## config.mk

```make
export PLATFORM = sky130hd
export DESIGN_NAME = diagonal_scan_order_4d_unit
export DESIGN_NICKNAME = d
export VERILOG_FILES = /design/src/hdl/dso4_pkg.sv /design/src/hdl/dso4_cfg.sv /design/src/hdl/dso4_walk.sv /design/src/hdl/dso4_mac.sv /design/src/hdl/diagonal_scan_order_4d_unit.sv
export SDC_FILE = /design/constraint.sdc
export NUM_CORES = 1
export LEC_CHECK = 0
export CAP_MARGIN = 10
export CELL_PAD_IN_SITES_DETAIL_PLACEMENT = 2
export CELL_PAD_IN_SITES_GLOBAL_PLACEMENT = 2
export CORE_MARGIN = 1
export CORE_UTILIZATION = 45
export DETAILED_ROUTE_END_ITERATION = 8
export DONT_BUFFER_PORTS = 1
export MAX_ROUTING_LAYER = met4
export PLACE_DENSITY_LB_ADDON = 0.12
export SLEW_MARGIN = 30
export SYNTH_ARGS = -nofsm -noshare
export SYNTH_HDL_FRONTEND = slang
export SYNTH_SLANG_ARGS = --single-unit
```

## constraint.sdc

```tcl
create_clock -name clk -period 9.9 [get_ports clk]
set_input_delay 1.98 -clock clk [delete_from_list [all_inputs] [get_ports clk]]
set_output_delay 1.98 -clock clk [all_outputs]
set_load 0.01 [all_outputs]
```

## src/hdl/dso4_pkg.sv

```systemverilog
// Shared constants, types and helpers of the 4D diagonal scan order unit.
// Used by the register file, the walk unit, the offset unit and the top level.
// No dependencies.
`default_nettype none

package dso4_pkg;

    localparam int MAX_DIM   = 64;
    localparam int NUM_AXES  = 4;
    localparam int SIZE_W    = 7;
    localparam int STRIDE_W  = 24;
    localparam int OFFSET_W  = 32;
    localparam int COORD_W   = 6;
    localparam int DATA_W    = 32;
    localparam int ADDR_W    = 5;
    localparam int REG_IDX_W = 3;

    // Clamped limit holds 1..MAX_DIM.
    localparam int LIM_W  = $clog2(MAX_DIM + 1);
    // Walk coordinates hold any sum up to one past the largest coordinate sum.
    localparam int WALK_W = $clog2(4 * MAX_DIM) + 1;
    localparam int SUM_W  = WALK_W + 2;
    localparam int PROD_W = WALK_W + STRIDE_W;
    localparam int STEP_W = $clog2(NUM_AXES + 1);

    // Register indexes on the configuration port.
    localparam logic [REG_IDX_W-1:0] REG_SIZE_X   = 3'd0;
    localparam logic [REG_IDX_W-1:0] REG_SIZE_Y   = 3'd1;
    localparam logic [REG_IDX_W-1:0] REG_SIZE_U   = 3'd2;
    localparam logic [REG_IDX_W-1:0] REG_SIZE_V   = 3'd3;
    localparam logic [REG_IDX_W-1:0] REG_STRIDE_X = 3'd4;
    localparam logic [REG_IDX_W-1:0] REG_STRIDE_Y = 3'd5;
    localparam logic [REG_IDX_W-1:0] REG_STRIDE_U = 3'd6;
    localparam logic [REG_IDX_W-1:0] REG_STRIDE_V = 3'd7;

    // Operations of the walk unit.
    localparam logic [1:0] WOP_HOLD = 2'd0;
    localparam logic [1:0] WOP_ZERO = 2'd1;
    localparam logic [1:0] WOP_STEP = 2'd2;

    typedef logic [NUM_AXES-1:0][WALK_W-1:0] coord_vec_t;

    typedef struct packed {
        logic [NUM_AXES-1:0][SIZE_W-1:0]   size;
        logic [NUM_AXES-1:0][STRIDE_W-1:0] stride;
    } cfg_t;

    typedef struct packed {
        logic [1:0] op;
    } walk_cmd_t;

    typedef struct packed {
        logic in_range;
        logic over;
    } walk_stat_t;

    // A size of zero acts as one, a size above MAX_DIM acts as MAX_DIM.
    function automatic logic [LIM_W-1:0] clamp_size(input logic [SIZE_W-1:0] s);
        if (s == '0)
        begin
            return LIM_W'(1);
        end
        if (int'(s) > MAX_DIM)
        begin
            return LIM_W'(MAX_DIM);
        end
        return LIM_W'(s);
    endfunction

endpackage

`default_nettype wire

```

## src/hdl/dso4_cfg.sv

```systemverilog
// Configuration register file behind the APB-style port: block sizes and strides.
// Depends on dso4_pkg.
`default_nettype none

module dso4_cfg (
    input  wire                           clk,
    input  wire                           rst_n,
    input  wire                           psel,
    input  wire                           penable,
    input  wire                           pwrite,
    input  wire  [dso4_pkg::ADDR_W-1:0]   paddr,
    input  wire  [dso4_pkg::DATA_W-1:0]   pwdata,
    output logic [dso4_pkg::DATA_W-1:0]   prdata,
    output logic                          pready,
    output dso4_pkg::cfg_t                cfg
);
    import dso4_pkg::*;

    logic [NUM_AXES-1:0][SIZE_W-1:0]   size_reg;
    logic [NUM_AXES-1:0][STRIDE_W-1:0] stride_reg;
    logic [REG_IDX_W-1:0]              idx;
    logic                              wr_en;

    assign pready = 1'b1;
    assign idx    = paddr[ADDR_W-1:2];
    assign wr_en  = psel && penable && pwrite && pready;

    always_ff @(posedge clk or negedge rst_n)
    begin
        if (!rst_n)
        begin
            size_reg[0]   <= SIZE_W'(15);
            size_reg[1]   <= SIZE_W'(15);
            size_reg[2]   <= SIZE_W'(13);
            size_reg[3]   <= SIZE_W'(13);
            stride_reg[0] <= STRIDE_W'(1);
            stride_reg[1] <= STRIDE_W'(15);
            stride_reg[2] <= STRIDE_W'(225);
            stride_reg[3] <= STRIDE_W'(2925);
        end
        else if (wr_en)
        begin
            unique case (idx)
                REG_SIZE_X:   size_reg[0]   <= pwdata[SIZE_W-1:0];
                REG_SIZE_Y:   size_reg[1]   <= pwdata[SIZE_W-1:0];
                REG_SIZE_U:   size_reg[2]   <= pwdata[SIZE_W-1:0];
                REG_SIZE_V:   size_reg[3]   <= pwdata[SIZE_W-1:0];
                REG_STRIDE_X: stride_reg[0] <= pwdata[STRIDE_W-1:0];
                REG_STRIDE_Y: stride_reg[1] <= pwdata[STRIDE_W-1:0];
                REG_STRIDE_U: stride_reg[2] <= pwdata[STRIDE_W-1:0];
                REG_STRIDE_V: stride_reg[3] <= pwdata[STRIDE_W-1:0];
                default:      ;
            endcase
        end
    end

    always_comb
    begin
        unique case (idx)
            REG_SIZE_X:   prdata = DATA_W'(size_reg[0]);
            REG_SIZE_Y:   prdata = DATA_W'(size_reg[1]);
            REG_SIZE_U:   prdata = DATA_W'(size_reg[2]);
            REG_SIZE_V:   prdata = DATA_W'(size_reg[3]);
            REG_STRIDE_X: prdata = DATA_W'(stride_reg[0]);
            REG_STRIDE_Y: prdata = DATA_W'(stride_reg[1]);
            REG_STRIDE_U: prdata = DATA_W'(stride_reg[2]);
            REG_STRIDE_V: prdata = DATA_W'(stride_reg[3]);
            default:      prdata = '0;
        endcase
    end

    assign cfg.size   = size_reg;
    assign cfg.stride = stride_reg;

endmodule

`default_nettype wire

```

## src/hdl/dso4_walk.sv

```systemverilog
// Walk unit: holds the scan position and moves it one tuple per step command.
// Depends on dso4_pkg.
`default_nettype none

module dso4_walk (
    input  wire                    clk,
    input  wire                    rst_n,
    input  dso4_pkg::cfg_t         cfg,
    input  dso4_pkg::walk_cmd_t    cmd,
    output dso4_pkg::coord_vec_t   pos,
    output dso4_pkg::walk_stat_t   stat
);
    import dso4_pkg::*;

    coord_vec_t                      pos_reg;
    coord_vec_t                      pos_next;
    coord_vec_t                      stepped;
    logic [NUM_AXES-1:0][LIM_W-1:0]  lim;
    logic [SUM_W-1:0]                lim_sum;
    logic [SUM_W-1:0]                max_sum;
    logic [SUM_W-1:0]                pos_sum;
    logic [NUM_AXES-1:0]             axis_ok;

    always_comb
    begin
        lim_sum = '0;
        pos_sum = '0;
        for (int i = 0; i < NUM_AXES; i++)
        begin
            lim[i]     = clamp_size(cfg.size[i]);
            lim_sum    = lim_sum + SUM_W'(lim[i]);
            pos_sum    = pos_sum + SUM_W'(pos_reg[i]);
            axis_ok[i] = pos_reg[i] < WALK_W'(lim[i]);
        end
        // Every limit is at least one, so this never goes below zero.
        max_sum = lim_sum - SUM_W'(NUM_AXES);
    end

    assign stat.in_range = &axis_ok;
    assign stat.over     = pos_sum > max_sum;

    // One unit moves from the lowest nonzero of x, y, u to the next axis up and the
    // rest of it to x; with x, y and u all zero the next diagonal opens at x = v + 1.
    always_comb
    begin
        stepped = pos_reg;
        if (pos_reg[0] != '0)
        begin
            stepped[1] = pos_reg[1] + WALK_W'(1);
            stepped[0] = pos_reg[0] - WALK_W'(1);
        end
        else if (pos_reg[1] != '0)
        begin
            stepped[2] = pos_reg[2] + WALK_W'(1);
            stepped[0] = pos_reg[1] - WALK_W'(1);
            stepped[1] = '0;
        end
        else if (pos_reg[2] != '0)
        begin
            stepped[3] = pos_reg[3] + WALK_W'(1);
            stepped[0] = pos_reg[2] - WALK_W'(1);
            stepped[2] = '0;
        end
        else
        begin
            stepped[0] = pos_reg[3] + WALK_W'(1);
            stepped[3] = '0;
        end
    end

    always_comb
    begin
        unique case (cmd.op)
            WOP_ZERO: pos_next = '0;
            WOP_STEP: pos_next = stepped;
            default:  pos_next = pos_reg;
        endcase
    end

    always_ff @(posedge clk or negedge rst_n)
    begin
        if (!rst_n)
        begin
            pos_reg <= '0;
        end
        else
        begin
            pos_reg <= pos_next;
        end
    end

    assign pos = pos_reg;

endmodule

`default_nettype wire

```

## src/hdl/dso4_mac.sv

```systemverilog
// Offset unit: one shared multiplier and accumulator that sums coordinate
// times stride over the four axes, one axis per cycle. Depends on dso4_pkg.
`default_nettype none

module dso4_mac (
    input  wire                             clk,
    input  wire                             rst_n,
    input  wire                             start,
    input  dso4_pkg::coord_vec_t            coords,
    input  dso4_pkg::cfg_t                  cfg,
    output logic                            busy,
    output dso4_pkg::coord_vec_t            em_coords,
    output logic [dso4_pkg::OFFSET_W-1:0]   acc
);
    import dso4_pkg::*;

    logic                 busy_reg;
    logic [STEP_W-1:0]    step_reg;
    coord_vec_t           em_reg;
    logic [OFFSET_W-1:0]  prod_reg;
    logic [OFFSET_W-1:0]  acc_reg;
    logic [1:0]           sel;
    logic [PROD_W-1:0]    prod_full;

    assign sel       = step_reg[1:0];
    assign prod_full = PROD_W'(em_reg[sel]) * PROD_W'(cfg.stride[sel]);

    always_ff @(posedge clk or negedge rst_n)
    begin
        if (!rst_n)
        begin
            busy_reg <= 1'b0;
            step_reg <= '0;
        end
        else if (start)
        begin
            busy_reg <= 1'b1;
            step_reg <= '0;
        end
        else if (busy_reg)
        begin
            step_reg <= step_reg + STEP_W'(1);
            if (step_reg == STEP_W'(NUM_AXES))
            begin
                busy_reg <= 1'b0;
            end
        end
    end

    // The product is registered; it is added in the cycle after it is formed.
    always_ff @(posedge clk)
    begin
        if (start)
        begin
            em_reg  <= coords;
            acc_reg <= '0;
        end
        else if (busy_reg)
        begin
            if (step_reg < STEP_W'(NUM_AXES))
            begin
                prod_reg <= OFFSET_W'(prod_full);
            end
            if (step_reg != '0)
            begin
                acc_reg <= acc_reg + prod_reg;
            end
        end
    end

    assign busy      = busy_reg;
    assign em_coords = em_reg;
    assign acc       = acc_reg;

endmodule

`default_nettype wire

```

## src/hdl/diagonal_scan_order_4d_unit.sv

```systemverilog
// Top level of the 4D diagonal scan order unit: sequencer, output register
// and the instances of dso4_cfg, dso4_walk and dso4_mac. Depends on dso4_pkg.
//
// Each request on the input channel (in_valid/in_ready, field restart) yields
// exactly one result on the output channel (out_valid/out_ready): the next
// in-range position of the scan with its linear offset, and last set on the
// final position, after which the scan wraps to the origin. restart = 1 starts
// again from the origin. The walk unit visits one tuple per cycle while the
// sequencer searches. The time to a result grows with the tuples skipped before
// the emitted position and before the following one; that skipping sets the
// rate. The offset is formed by one shared multiplier, overlapped with the
// search for the following position. in_ready is high only while the sequencer
// is idle and returns the cycle after a result is loaded, so a new request is
// not accepted until the last result is loaded. A finished result sits in the
// output register; if the receiver stalls, the next request is still accepted
// and worked on, and the block waits only before loading its result. Reset puts
// the scan at the origin and the registers at sizes 15, 15, 13, 13 and strides
// 1, 15, 225, 2925. The user must write registers over the APB-style port only
// while no request is open; the block itself does not enforce it.
`default_nettype none

module diagonal_scan_order_4d_unit (
    input  wire                           clk,
    input  wire                           rst_n,
    input  wire                           psel,
    input  wire                           penable,
    input  wire                           pwrite,
    input  wire  [dso4_pkg::ADDR_W-1:0]   paddr,
    input  wire  [dso4_pkg::DATA_W-1:0]   pwdata,
    output logic [dso4_pkg::DATA_W-1:0]   prdata,
    output logic                          pready,
    input  wire                           in_valid,
    output logic                          in_ready,
    input  wire                           restart,
    output logic                          out_valid,
    input  wire                           out_ready,
    output logic [dso4_pkg::OFFSET_W-1:0] offset,
    output logic [dso4_pkg::COORD_W-1:0]  coord_x,
    output logic [dso4_pkg::COORD_W-1:0]  coord_y,
    output logic [dso4_pkg::COORD_W-1:0]  coord_u,
    output logic [dso4_pkg::COORD_W-1:0]  coord_v,
    output logic                          last
);
    import dso4_pkg::*;

    localparam logic [1:0] S_IDLE   = 2'd0;
    localparam logic [1:0] S_SEEK1  = 2'd1;
    localparam logic [1:0] S_SEEK2  = 2'd2;
    localparam logic [1:0] S_FINISH = 2'd3;

    cfg_t                 cfg;
    walk_cmd_t            wcmd;
    walk_stat_t           wstat;
    coord_vec_t           wpos;
    coord_vec_t           em_coords;
    logic                 mac_start;
    logic                 mac_busy;
    logic [OFFSET_W-1:0]  mac_acc;

    logic [1:0]           state_reg;
    logic [1:0]           state_next;
    logic                 last_flag_reg;
    logic                 last_flag_next;
    logic                 out_valid_reg;
    logic                 out_valid_next;
    logic                 out_load;
    logic [OFFSET_W-1:0]  offset_reg;
    logic [NUM_AXES-1:0][COORD_W-1:0] coord_reg;
    logic                 last_reg;

    dso4_cfg u_cfg (
        .clk     (clk),
        .rst_n   (rst_n),
        .psel    (psel),
        .penable (penable),
        .pwrite  (pwrite),
        .paddr   (paddr),
        .pwdata  (pwdata),
        .prdata  (prdata),
        .pready  (pready),
        .cfg     (cfg)
    );

    dso4_walk u_walk (
        .clk   (clk),
        .rst_n (rst_n),
        .cfg   (cfg),
        .cmd   (wcmd),
        .pos   (wpos),
        .stat  (wstat)
    );

    dso4_mac u_mac (
        .clk       (clk),
        .rst_n     (rst_n),
        .start     (mac_start),
        .coords    (wpos),
        .cfg       (cfg),
        .busy      (mac_busy),
        .em_coords (em_coords),
        .acc       (mac_acc)
    );

    assign in_ready = (state_reg == S_IDLE);

    always_comb
    begin
        state_next     = state_reg;
        last_flag_next = last_flag_reg;
        wcmd.op        = WOP_HOLD;
        mac_start      = 1'b0;
        out_load       = 1'b0;
        unique case (state_reg)
            S_IDLE:
            begin
                if (in_valid)
                begin
                    if (restart)
                    begin
                        wcmd.op = WOP_ZERO;
                    end
                    state_next = S_SEEK1;
                end
            end
            S_SEEK1:
            begin
                // Find the position to emit; running past the end falls back
                // to the origin, which is always in range.
                priority if (wstat.in_range)
                begin
                    mac_start  = 1'b1;
                    wcmd.op    = WOP_STEP;
                    state_next = S_SEEK2;
                end
                else if (wstat.over)
                begin
                    wcmd.op = WOP_ZERO;
                end
                else
                begin
                    wcmd.op = WOP_STEP;
                end
            end
            S_SEEK2:
            begin
                priority if (wstat.in_range)
                begin
                    last_flag_next = 1'b0;
                    state_next     = S_FINISH;
                end
                else if (wstat.over)
                begin
                    wcmd.op        = WOP_ZERO;
                    last_flag_next = 1'b1;
                    state_next     = S_FINISH;
                end
                else
                begin
                    wcmd.op = WOP_STEP;
                end
            end
            S_FINISH:
            begin
                if (!mac_busy && (!out_valid_reg || out_ready))
                begin
                    out_load   = 1'b1;
                    state_next = S_IDLE;
                end
            end
            default:
            begin
                state_next = S_IDLE;
            end
        endcase
    end

    always_comb
    begin
        out_valid_next = out_valid_reg;
        if (out_load)
        begin
            out_valid_next = 1'b1;
        end
        else if (out_ready)
        begin
            out_valid_next = 1'b0;
        end
    end

    always_ff @(posedge clk or negedge rst_n)
    begin
        if (!rst_n)
        begin
            state_reg     <= S_IDLE;
            last_flag_reg <= 1'b0;
            out_valid_reg <= 1'b0;
        end
        else
        begin
            state_reg     <= state_next;
            last_flag_reg <= last_flag_next;
            out_valid_reg <= out_valid_next;
        end
    end

    always_ff @(posedge clk)
    begin
        if (out_load)
        begin
            offset_reg <= mac_acc;
            for (int i = 0; i < NUM_AXES; i++)
            begin
                coord_reg[i] <= em_coords[i][COORD_W-1:0];
            end
            last_reg <= last_flag_reg;
        end
    end

    assign out_valid = out_valid_reg;
    assign offset    = offset_reg;
    assign coord_x   = coord_reg[0];
    assign coord_y   = coord_reg[1];
    assign coord_u   = coord_reg[2];
    assign coord_v   = coord_reg[3];
    assign last      = last_reg;

    // The search always leaves the walk on an in-range position.
    a_finish_in_range: assert property (@(posedge clk) disable iff (!rst_n)
        (state_reg == S_FINISH) |-> wstat.in_range)
        else $error("walk left out of range after search");

    // The final position of a scan leaves the walk at the origin.
    a_last_wraps: assert property (@(posedge clk) disable iff (!rst_n)
        (state_reg == S_FINISH && last_flag_reg) |-> (wpos == '0))
        else $error("scan end did not wrap to the origin");

    // The offset unit is never restarted while it is still summing.
    a_mac_free: assert property (@(posedge clk) disable iff (!rst_n)
        mac_start |-> !mac_busy)
        else $error("offset unit started while busy");

    // A result is loaded only once the offset sum is complete.
    a_load_after_sum: assert property (@(posedge clk) disable iff (!rst_n)
        out_load |=> (out_valid_reg && !mac_busy))
        else $error("result loaded before offset was complete");

endmodule

`default_nettype wire
```

==> results.cfg, run 1 <==
[run_status]
status = complete, no violations

[sta]
finClkSkew_ns = 0.0288
fin_crit_ns = 8.13
slew_headroom_pct = 34.9
worstMarginPinSlew_ns = 0.976
period_share_pct = 82.1
slew_violations = 0
fmax_ghz = 0.123
hold_viol_final = 0
setup_violations = 0
holdWs_ns = 0.457
grt_setup_unrepaired = false
finalSetupTns_ns = 0

[yosys]
yosysWarnings = 0
synthArstFlopShare_pct = 51.7
synth_largest_area_cell = edfxtp_1
ys.flop_type = dfrtp_1
syn_inst = 2375
synth_area_per_cell_um2 = 10.3
synth_area_mm2 = 0.0245
synth_top_area_share_pct = 15.3
synth_edf_count = 125
synth.yosys.seq_area_share_pct = 35.2
ys_ff_latch = 325
synthTopCellsByArea = edfxtp_1, fa_1, dfrtp_1
synth_cell_types = 76

[clock_network]
cts_sinks = 325
cts_made_buffers = 39
h-tree-depth = 2
clk_pin_slew_ns = 0.06
insertion_delay_ns = 0.57
postCtsHoldBufs = 0
post_cts_buffers = 0
cts_root_buf = clkbuf_16
cts_buffer_depth = 3
cts_tree = yes
post_cts_resized = 0

[global_route]
grt_pass1_wl_mm = 124
track_usage_pct = 30.0
grt_max_degree = 169
grt_pass1_vias = 20900
overflow = 0
antenna_found_initial = 3

[finish]
multi_input_area_mm2 = 0.0145
fin_area_mm2 = 0.0265
area_delta_synth_final_pct = 8.04
fillers = 5570
drive_above_1_share_pct = 12.4
final_common_cell = nand2_1
final_cell_mix = nand2_1, inv_1, fa_1
largest_register_ffs = 124
fin_nets = 2732
ff_latch_area_mm2 = 0.00864

[place]
dp_hpwl_mm = 59.8
dpl-instance-area_mm2 = 0.0252
io_buffers = 0
place_congestion = 0.881

[setup_path]
max_stage_delay_ns = 0.69
r2r_start = u_cfg.cfg[106]
critPathCaptureType = flip-flop
cpMaxStageDelayCell = o31ai_2
arrival_ns = 8.60
worstSetupStartpointType = flip-flop
worst-r2r-setup-slack_ns = 1.77
reg2reg_to = u_walk.pos[34]
r2r.worst_path.cells = 33
crit_path_max_fanout = 15
required_ns = 10.36
critPathKind = flip-flop to flip-flop

[floorplan]
start_util_pct = 45.6
coreArea_mm2 = 0.0538
row_count = 85
die_h_um = 235
dieArea_mm2 = 0.0555
fp.dieW_um = 235
ios = 137

[detailed_routing]
first_pass_iters = 5
vias = 18000
drc = 0
first_iter_violations = 715
via_per_inst = 5.84
ant_nets = 0
routed_wl_mm = 79.2
avgRoutedWirePerCell_um = 25.8

[min_path]
hold_path_depth = 0
hold_path.class = flip-flop to flip-flop
hold_end = coord_y[5]
worstHoldStart = u_mac.em_coords[14]

[run]
maxCapViolCount = 0
## cell type report
type	count	area share, %
Clock buffer	60	4.21
Timing Repair Buffer	15	0.500
Multi-Input combinational cell	1679	54.9
Inverter	283	4.01
Tap cell	696	3.29
Clock inverter	12	0.496
Antenna cell	4	0.0378
Sequential cell	325	32.6
## routing by layer
metal | up-vias | global-route usage, % | wire length [um]
met5 | - | - | 0
met4 | 0 | 12.8 | 3410
met3 | 172 | 4.85 | 3050
met2 | 335 | 51.9 | 40700
met1 | 9399 | 34.4 | 32000
li1 | 8051 | - | -
## worst max path at each step
stage              startpoint        endpoint  slack, ns  depth (start not counted)
3_5_place_dp   u_cfg.cfg[106]  u_walk.pos[34]       1.60                         33
4_1_cts        u_cfg.cfg[106]  u_walk.pos[34]       1.50                         31
6_report       u_cfg.cfg[106]  u_walk.pos[34]       1.77                         33
5_1_grt        u_cfg.cfg[106]  u_walk.pos[34]       1.24                         33
3_3_place_gp   u_cfg.cfg[106]  u_walk.pos[34]       2.09                         33
2_1_floorplan       out_ready       out_valid       3.09                          3
## through the flow
step                      setup WS [ns]  instances  util [%]
final                              1.77       3074      49.3
after global routing               1.24       3072      49.2
after CTS                          1.50       3069      49.2
after detailed placement           1.60       2997      46.8
after global placement             2.09       2997      46.8
after floorplan                    3.09       2382         -
## cells in the mapped netlist (43+ instances only)
library cell and instances:
nand2_1 293, inv_1 282, fa_1 175, ha_1 169, dfrtp_1 137, mux2_2 127
a21oi_1 126, edfxtp_1 125, nor2_1 108, o21ai_0 89, clkbuf_1 74, xnor2_1 64
and2_1 45, a21o_1 43
## critical path, delay by kind of cell, from the launching register on
| kind | cells | cell delay, ns |
|---|---|---|
| flops | 1 | 0.59 |
| simple gates | 10 | 1.80 |
| compound gates | 12 | 2.46 |
| buf+inv | 2 | 0.14 |
| fa+ha+maj | 7 | 2.69 |
| xor+xnor | 2 | 0.34 |
## logic make-up (layout without fill, tap and decap cells)
| kind of cell | Yosys count | count (layout) | share of synthesized area, % |
|---|---|---|---|
| other cells | 2 | 13 | 0.0306 |
| flops | 325 | 325 | 35.2 |
| fa+ha+maj | 344 | 344 | 22.9 |
| compound gates | 426 | 426 | 10.9 |
| mux | 176 | 176 | 9.61 |
| buf+inv | 378 | 370 | 5.94 |
| xor+xnor | 97 | 97 | 3.46 |
| simple gates | 627 | 627 | 12.0 |
Power of run 1 is not shown: default switching activity piles up to over one toggle a cycle in this logic, so the estimate is an artifact.
==> inputs of run 2 (changes only) <==
Settings changed: CORE_UTILIZATION 45 to 43.
Clock period 9.9 ns to 8 ns, I/O delays scaled along.
==> run 2 against run 1 <==
Non-clock buffer count is 17 higher. Maximum frequency is 9.1% higher. Clock-buffer cell count is 7 lower. Worst hold slack worse by 0.013 ns. Critical path type unchanged. Largest cell class unchanged.
==> results.cfg, run 2 (same netlist as run 1, synthesis figures left out) <==
[finish]
final_common_cell = nand2_1
layout.cells.non_filler = 3146
drive_above_1_share_pct = 13.1
final_cell_mix = nand2_1, inv_1, fa_1
largest_register_ffs = 124
multi_input_area_mm2 = 0.0145
antennaDiodeCount = 0
fillers = 5871
area_delta_synth_final_pct = 8.67
fin_nets = 2749
ff_latch_area_mm2 = 0.00864

[place]
io_buffers = 0
dp.cells = 3074
place_congestion = 0.891
dp_hpwl_mm = 59.6

[detailed_routing]
via_per_inst = 5.70
ant_nets = 0
vias = 17900
routed_wl_mm = 77.5
first_pass_iters = 5
first_iter_violations = 788
drc = 0
avgRoutedWirePerCell_um = 24.6

[clock_network]
insertion_delay_ns = 0.60
cts_made_buffers = 39
cts_sinks = 325
clk_pin_slew_ns = 0.06
post_cts_resized = 0
postCtsHoldBufs = 0
h-tree-depth = 2
cts_tree = yes
cts_buffer_depth = 3
cts_root_buf = clkbuf_16
post_cts_buffers = 0

[setup_path]
path_delay_family = compound AO/OA/AOI/OAI gates
max_stage_delay_ns = 0.58
cp.buffers_inverters = 3
reg2reg_to = u_walk.pos[14]
worstSetupStartpointType = flip-flop
crit_path_max_fanout = 10
r2r_start = u_cfg.cfg[99]
critPathCaptureType = flip-flop
crit_end = u_walk.pos[14]
cp_common_cell = a21oi_1
critPathKind = flip-flop to flip-flop
worst-r2r-setup-slack_ns = 0.55
arrival_ns = 7.96
r2r.worst_path.cells = 34
required_ns = 8.50
cpMaxStageDelayCell = dfstp_2
cp.depth = 34
crit_path_start = u_cfg.cfg[99]

[run]
maxCapViolCount = 0

[sta]
finClkSkew_ns = 0.0531
worstMarginPinSlew_ns = 0.992
setup_violations = 0
finalSetupTns_ns = 0
hold_viol_final = 0
fin_crit_ns = 7.45
grt_setup_unrepaired = false
slew_violations = 0
fmax_ghz = 0.134
slew_headroom_pct = 33.8
period_share_pct = 93.1

[global_route]
met3_usage_pct = 3.64
gr-usage-met1_pct = 33.8
grt_pass1_wl_mm = 120
grt_max_degree = 169
grt_pass1_vias = 20300
busiest_layer = met2
overflow = 0
track_usage_pct = 28.1
met2_usage_pct = 49.2
antenna_found_initial = 1

[floorplan]
dieArea_mm2 = 0.0580
row_count = 87
start_util_pct = 43.5
coreArea_mm2 = 0.0564
die_h_um = 241
fp.dieW_um = 241
ios = 137

[run_status]
status = complete, no violations

[min_path]
hold_path.class = flip-flop to flip-flop
-- run 2: changes by cell type in the layout (fill, tap and decap cells not counted), sizes merged --
cell / previous run / this run
bufinv: 2 / 0
clkinv: 7 / 15
buf: 15 / 32
clkbuf: 60 / 53
diode: 4 / 0
-- run 2: worst min-delay path by stage --
| stage | endpoint | from | depth (start not counted) | slack (ns) |
|---|---|---|---|---|
| 5_1_grt | coord_v[0] | u_mac.em_coords[27] | 0 | 0.45 |
| 3_5_place_dp | coord_v[0] | u_mac.em_coords[27] | 0 | 0.44 |
| 2_1_floorplan | coord_v[5] | u_mac.em_coords[32] | 0 | 0.42 |
| 3_3_place_gp | coord_v[0] | u_mac.em_coords[27] | 0 | 0.44 |
| 6_report | coord_v[0] | u_mac.em_coords[27] | 0 | 0.44 |
| 4_1_cts | coord_v[0] | u_mac.em_coords[27] | 0 | 0.44 |
-- run 2: metal layers --
metal  part of all wire, %  routed length, um
met1                    42              32700
met2                    52              40300
met3                   3.0               2300
met4                   2.8               2200
met5                     0                  0
-- run 2: final cells by class --
class	count	share of cell area, %
Clock buffer	53	4.08
Clock inverter	18	0.544
Inverter	283	3.98
Multi-Input combinational cell	1679	54.5
Sequential cell	325	32.4
Tap cell	756	3.55
Timing Repair Buffer	32	0.976
-- run 2: through the flow --
stage | setup WS, ns | hold slack (ns) | util (%) | instance area (um2)
after floorplan | 1.57 | 0.420 | - | 24600
after global placement | 0.945 | 0.436 | 45.1 | 25400
after detailed placement | 0.618 | 0.437 | 45.1 | 25400
after CTS | 0.575 | 0.441 | 47.3 | 26600
after global routing | 0.0351 | 0.448 | 47.3 | 26700
final | 0.550 | 0.444 | 47.3 | 26700
Power of run 2 is left out for the same reason.
